## src/sv/stns_pkg.sv

```systemverilog
// ----------------------------------------------------------------------------
// stns_pkg
// shared constants, types and the sine table of the tone note sequencer
// ----------------------------------------------------------------------------
package stns_pkg;

  localparam int unsigned SEQ_DEPTH  = 1024;
  localparam int unsigned VALUE_BITS = 10;
  localparam int unsigned ADDR_W     = $clog2(SEQ_DEPTH);

  localparam int unsigned NOTE_W  = 11;
  localparam int unsigned CNT26_W = 26;
  localparam int unsigned TONE_W  = 16;
  localparam int unsigned CFG_W   = 26;
  localparam int unsigned IDX_W   = 3;

  // threshold arithmetic widths
  localparam int unsigned OPA_W  = 27;
  localparam int unsigned OPB_W  = 11;
  localparam int unsigned PROD_W = OPA_W + OPB_W;
  localparam int unsigned DVD_W  = 37;
  localparam int unsigned DEN_W  = 18;

  localparam int unsigned SINE_SIZE = 45;
  localparam int unsigned SINE_W    = $clog2(SINE_SIZE);
  localparam logic [SINE_W-1:0] SINE_LAST = SINE_W'(SINE_SIZE - 1);

  localparam logic [9:0] SINE_TABLE [SINE_SIZE] = '{
    10'd410, 10'd467, 10'd523, 10'd576, 10'd627, 10'd673, 10'd714, 10'd749, 10'd778,
    10'd799, 10'd813, 10'd819, 10'd817, 10'd807, 10'd789, 10'd764, 10'd732, 10'd694,
    10'd650, 10'd602, 10'd550, 10'd495, 10'd438, 10'd381, 10'd324, 10'd270, 10'd217,
    10'd169, 10'd125, 10'd87,  10'd55,  10'd30,  10'd12,  10'd2,   10'd0,   10'd6,
    10'd20,  10'd41,  10'd70,  10'd105, 10'd146, 10'd193, 10'd243, 10'd297, 10'd353
  };

  typedef enum logic [IDX_W-1:0] {
    REG_SEQ_MAX   = 3'd0,
    REG_SEQ_LEN   = 3'd1,
    REG_SCHED_PER = 3'd2,
    REG_TONE_MAX  = 3'd3,
    REG_TONE_MIN  = 3'd4,
    REG_LEN_MAX   = 3'd5,
    REG_LEN_MIN   = 3'd6,
    REG_LEN_DIV   = 3'd7
  } reg_idx_e;

  typedef enum logic {
    OP_TICK = 1'b0,
    OP_LOAD = 1'b1
  } opcode_e;

  typedef enum logic [2:0] {
    ST_IDLE,
    ST_READ,
    ST_MUL_HI,
    ST_MUL_DIFF,
    ST_MUL_DEN,
    ST_CHECK,
    ST_DIV
  } state_e;

  typedef struct packed {
    logic             start;
    logic [DVD_W-1:0] dividend;
    logic [DEN_W-1:0] divisor;
  } div_req_t;

  typedef struct packed {
    logic             busy;
    logic             done;
    logic [DVD_W-1:0] quotient;
  } div_rsp_t;

endpackage

```

## src/sv/stns_div.sv

```systemverilog
// ----------------------------------------------------------------------------
// stns_div
// restoring divider, one quotient bit per cycle
// ----------------------------------------------------------------------------
module stns_div (
  input  logic               clk_i,
  input  logic               rst_ni,
  input  stns_pkg::div_req_t req_i,
  output stns_pkg::div_rsp_t rsp_o
);
  import stns_pkg::*;

  localparam int unsigned CNT_W = $clog2(DVD_W + 1);

  logic [DEN_W-1:0] rem_q, rem_d;
  logic [DVD_W-1:0] quo_q, quo_d;
  logic [DEN_W-1:0] den_q, den_d;
  logic [CNT_W-1:0] cnt_q, cnt_d;
  logic             busy_q, busy_d;
  logic             done_q, done_d;
  logic [DEN_W:0]   trial;

  always_comb begin
    rem_d  = rem_q;
    quo_d  = quo_q;
    den_d  = den_q;
    cnt_d  = cnt_q;
    busy_d = busy_q;
    done_d = 1'b0;
    trial  = {rem_q, quo_q[DVD_W-1]};
    if (req_i.start) begin
      rem_d  = '0;
      quo_d  = req_i.dividend;
      den_d  = req_i.divisor;
      cnt_d  = CNT_W'(DVD_W);
      busy_d = 1'b1;
    end else if (busy_q) begin
      if (trial >= {1'b0, den_q}) begin
        rem_d = DEN_W'(trial - {1'b0, den_q});
        quo_d = {quo_q[DVD_W-2:0], 1'b1};
      end else begin
        rem_d = trial[DEN_W-1:0];
        quo_d = {quo_q[DVD_W-2:0], 1'b0};
      end
      cnt_d = cnt_q - CNT_W'(1);
      if (cnt_q == CNT_W'(1)) begin
        busy_d = 1'b0;
        done_d = 1'b1;
      end
    end
  end

  always_ff @(posedge clk_i or negedge rst_ni) begin
    if (!rst_ni) begin
      cnt_q  <= '0;
      busy_q <= 1'b0;
      done_q <= 1'b0;
    end else begin
      cnt_q  <= cnt_d;
      busy_q <= busy_d;
      done_q <= done_d;
    end
  end

  always_ff @(posedge clk_i) begin
    rem_q <= rem_d;
    quo_q <= quo_d;
    den_q <= den_d;
  end

  assign rsp_o.busy     = busy_q;
  assign rsp_o.done     = done_q;
  assign rsp_o.quotient = quo_q;

`ifndef SYNTHESIS
  a_done_ends_busy: assert property (@(posedge clk_i) disable iff (!rst_ni)
    done_q |-> !busy_q) else $error("divider done while busy");
  a_start_sets_busy: assert property (@(posedge clk_i) disable iff (!rst_ni)
    req_i.start |=> busy_q) else $error("divider did not start");
  a_count_live: assert property (@(posedge clk_i) disable iff (!rst_ni)
    busy_q |-> cnt_q != '0) else $error("divider count ran out while busy");
`endif

endmodule

```

## config.mk

```make
export PLATFORM = sky130hd
export DESIGN_NAME = stns_div
export DESIGN_NICKNAME = d
export VERILOG_FILES = /design/src/sv/stns_pkg.sv /design/src/sv/stns_div.sv
export SDC_FILE = /design/constraint.sdc
export NUM_CORES = 1
export LEC_CHECK = 0
export CAP_MARGIN = 20
export CORE_MARGIN = 3
export CORE_UTILIZATION = 40
export DETAILED_ROUTE_END_ITERATION = 6
export DONT_BUFFER_PORTS = 1
export GPL_TIMING_DRIVEN = 0
export PLACE_DENSITY_LB_ADDON = 0.3
export REMOVE_ABC_BUFFERS = 1
export SETUP_SLACK_MARGIN = 0.4
export SLEW_MARGIN = 20
export SYNTH_ARGS = -nofsm -noshare
export SYNTH_HDL_FRONTEND = slang
export SYNTH_SLANG_ARGS = --single-unit
```

## constraint.sdc

```tcl
create_clock -name clk_i -period 2.65 [get_ports clk_i]
set_input_delay 0.265 -clock clk_i [delete_from_list [all_inputs] [get_ports clk_i]]
set_output_delay 0.265 -clock clk_i [all_outputs]
set_load 0.1 [all_outputs]
```

==> run metrics <==
die area=~0.012 sq mm; DR vias/cell=between 5 and 6; PD cells=656.1 mW/mm^2; Max clock buf depth=2; die width=between 100 and 150 microns; Final ANT Viol Nets=0; Tmin final=~3000 ps; Tcrit/Tclk final=1.151; Post-synth EDFFs=55; Vias=slightly above 3,000; HPWL after DPL=about 6100 microns; initial DRC count=approximately 120; Detailed Route WL=10,050 microns; run status=complete, but fails checks; failing checks=setup timing; top_reg_cell synth=edfxtp_1; Synth Cell Area=about 0.0044 sq mm; most frequent cells in the layout=edfxtp_1, mux2_2, nand2_1; Critical Path Start=quo_q[36]$_DFFE_PP_; Cells after Synth=384; Least-Margin Pin Slew=roughly 1000 ps; design area=approximately 0.0052 sq mm; Area Growth Syn to Fin=18.61%; Clk Tree Root Cell=clkbuf_8; gp weighted congestion=between 0.7 and 0.8; final setup violation count=19; placed cell area=~0.0044 sq mm; Starting Density=0.4158; sequential cell area fraction in the yosys report=0.5085; Yosys warnings=0; Num CTS Buffers=9; critical path endpoint=rem_q[14]$_SDFFE_PP0P_; most common cell after layout, fill and taps aside=edfxtp_1; worst r2r src=quo_q[36]$_DFFE_PP_; Distinct cells, synth=57; layout cells sized above 1=0.2619; I/O pin count=97; DRC=0; critical path data arrival time=roughly 3300 ps; FP Rows=37; Setup CP Type=flop to flop; Final Hold Viols=0; Crit path largest cell delay=about 800 ps; unrepaired setup endpoints after global routing=yes; largest net degree at the start of global routing=between 50 and 60; IO Port Bufs=0; DR WL/cell=~18 microns; Slew HR=0.3292; CTS clk-pin slew, worst paths=about 90 ps; core area=between 0.01 and 0.015 sq mm; syn avg cell area=11.33 sq um; Max Clock Skew=between 10 and 15 ps; CP max stage cell=edfxtp_1; Final Max Tran Viols=0; min-delay worst type=primary input to flop; startpoint types=flop; number of diodes=0; Clock Latency Late Sink=between 300 and 400 ps; VDD IR max=about 530 uV; first-pass GRT wire length=between 15,000 and 20,000 microns; Max Fclk=328.0 MHz; Reg2Reg Depth=10; maximum fanout along the worst path=3; most frequent CP cell=inv_2; initial antenna violation count=0; Total Routing Usage GR=0.1728; worst setup margin=-399.1 ps; Max Cap Violations=0; Worst EP required=between 2000 and 3000 ps; number of global-route vias before repair=around 3,100; crit path cell chain=inv_2, ha_4, inv_2, fa_2, a21o_1, a2111oi_4, a21oi_2, or4_1, nand4_1, a311oi_2; total gr overflow=0; Setup crit end kind=flop; Die Y=between 100 and 150 microns; TritonCTS clock tree=built; H-Tree Depth=3; R2R setup slack=-400 ps; async set or reset register ratio after synthesis=0.09877; Worst R2R End=rem_q[14]$_SDFFE_PP0P_; Final nets=494; number of synthesized register bits=just over 80; Hold Slack=slightly above 40 ps; # clock sinks=81; Leak=between 0.002 and 0.0025 uW; DRT Pass-1 Iters=5
==> cell usage after synthesis (2+ instances only) <==
cell type	instances	area [sq um]
buf_2	4	20.02
a211oi_1	2	15.01
buf_4	3	22.52
nand3b_1	2	15.01
and2_1	4	25.02
dfrtp_1	8	200.2
a21oi_1	16	80.08
xnor2_1	10	87.58
nand4_1	5	31.28
o311ai_0	2	17.52
a41oi_1	2	17.52
clkbuf_1	11	41.29
nor4_1	2	12.51
inv_1	24	90.09
o21ai_0	9	45.04
nor3_1	5	25.02
a311oi_1	11	96.34
nor3b_1	3	22.52
and3_1	4	25.02
buf_6	2	22.52
xor2_1	5	43.79
a311oi_2	4	60.06
dfxtp_1	18	360.4
o31ai_1	3	22.52
nand2b_1	2	12.51
o21a_1	2	15.01
a31oi_1	3	18.77
a21o_1	7	52.55
nor2_1	28	105.1
nand3_1	8	40.04
a21oi_2	2	17.52
mux2_2	37	416.7
ha_1	20	250.2
nand2_1	39	146.4
edfxtp_1	55	1652
==> state kept, by name, indices dropped and copies added, names as in the netlist <==
| register | cells |
|---|---|
| done_q | 1 |
| busy_q | 1 |
| cnt_q | 6 |
| rem_q | 18 |
| quo_q | 37 |
| den_q | 18 |
==> report_power, final <==
| group | switching, uW | internal [uW] |
|---|---|---|
| Combinational | 232 | 235 |
| Sequential | 531 | 1470 |
| Clock | 475 | 441 |
==> metrics by stage <==
| step | cells | worst slack (ps) | util | TNS, ps | power, uW |
|---|---|---|---|---|---|
| 2_1_floorplan | 363 | -447.6 | - | -13110 | 2294 |
| 3_3_place_gp | 499 | -955.1 | 0.4216 | -45720 | 2368 |
| 3_5_place_dp | 499 | -748.4 | 0.4229 | -9202 | 2378 |
| 4_1_cts | 551 | -470.3 | 0.4776 | -5402 | 3373 |
| 5_1_grt | 556 | -496.0 | 0.4932 | -7092 | 3523 |
| 6_report | 556 | -399.1 | 0.4932 | -4724 | 3385 |
==> metal layers <==
layer	part of all wire	GRT usage
met1	0.43	0.2149
met4	0.019	0.05717
met5	0	0
met3	0.087	0.08328
met2	0.46	0.2643
==> critical path: cells and delay by family, from the launching register on <==
kind / cells / cell delay, ps
and+or+nand+nor: 2 / 540
adders and majority gates: 2 / 500
buffers and inverters: 2 / 240
AOI/OAI and AO/OA: 4 / 810
DFF: 1 / 820
==> cell families after synthesis <==
logic type,count (synthesis),synth area share
fa+ha+maj,21,0.06212
simple gates,109,0.1182
mux,38,0.09807
buf+inv,45,0.04602
xor+xnor,15,0.03020
compound gates,75,0.1369
flops,81,0.5085
==> layout make-up <==
type                       instances  area (sq um)
multi-input combinational        259          2102
timing repair buffer              40         386.6
tap                              136         170.2
clock inverter                     6         66.31
sequential                        81          2216
inverter                          24         91.34
fill                             978          5303
clock buffer                      10         127.6
==> worst min-delay path by stage <==
stage	startpoint	endpoint	slack [ps]	cells past startpoint
2_1_floorplan	rst_ni	busy_q$_DFF_PN0_	-30	0
3_3_place_gp	rst_ni	cnt_q[3]$_DFFE_PN0P_	-30	0
3_5_place_dp	rst_ni	cnt_q[3]$_DFFE_PN0P_	-30	0
4_1_cts	req_i[55]	den_q[2]$_DFFE_PP_	3	0
5_1_grt	req_i[55]	den_q[8]$_DFFE_PP_	1	0
6_report	req_i[55]	den_q[9]$_DFFE_PP_	40	0
==> what timing repair did <==
item                                    CTS  global route
endpoints found under the hold margin    44             6
endpoints found under the setup margin   19            19
resized for setup                        10            30
setup buffers                            14             4
gates cloned                              1             0
pin swaps                                11            21
hold buffers                             21             1
Note: power is estimated with default switching activity, not from simulation.
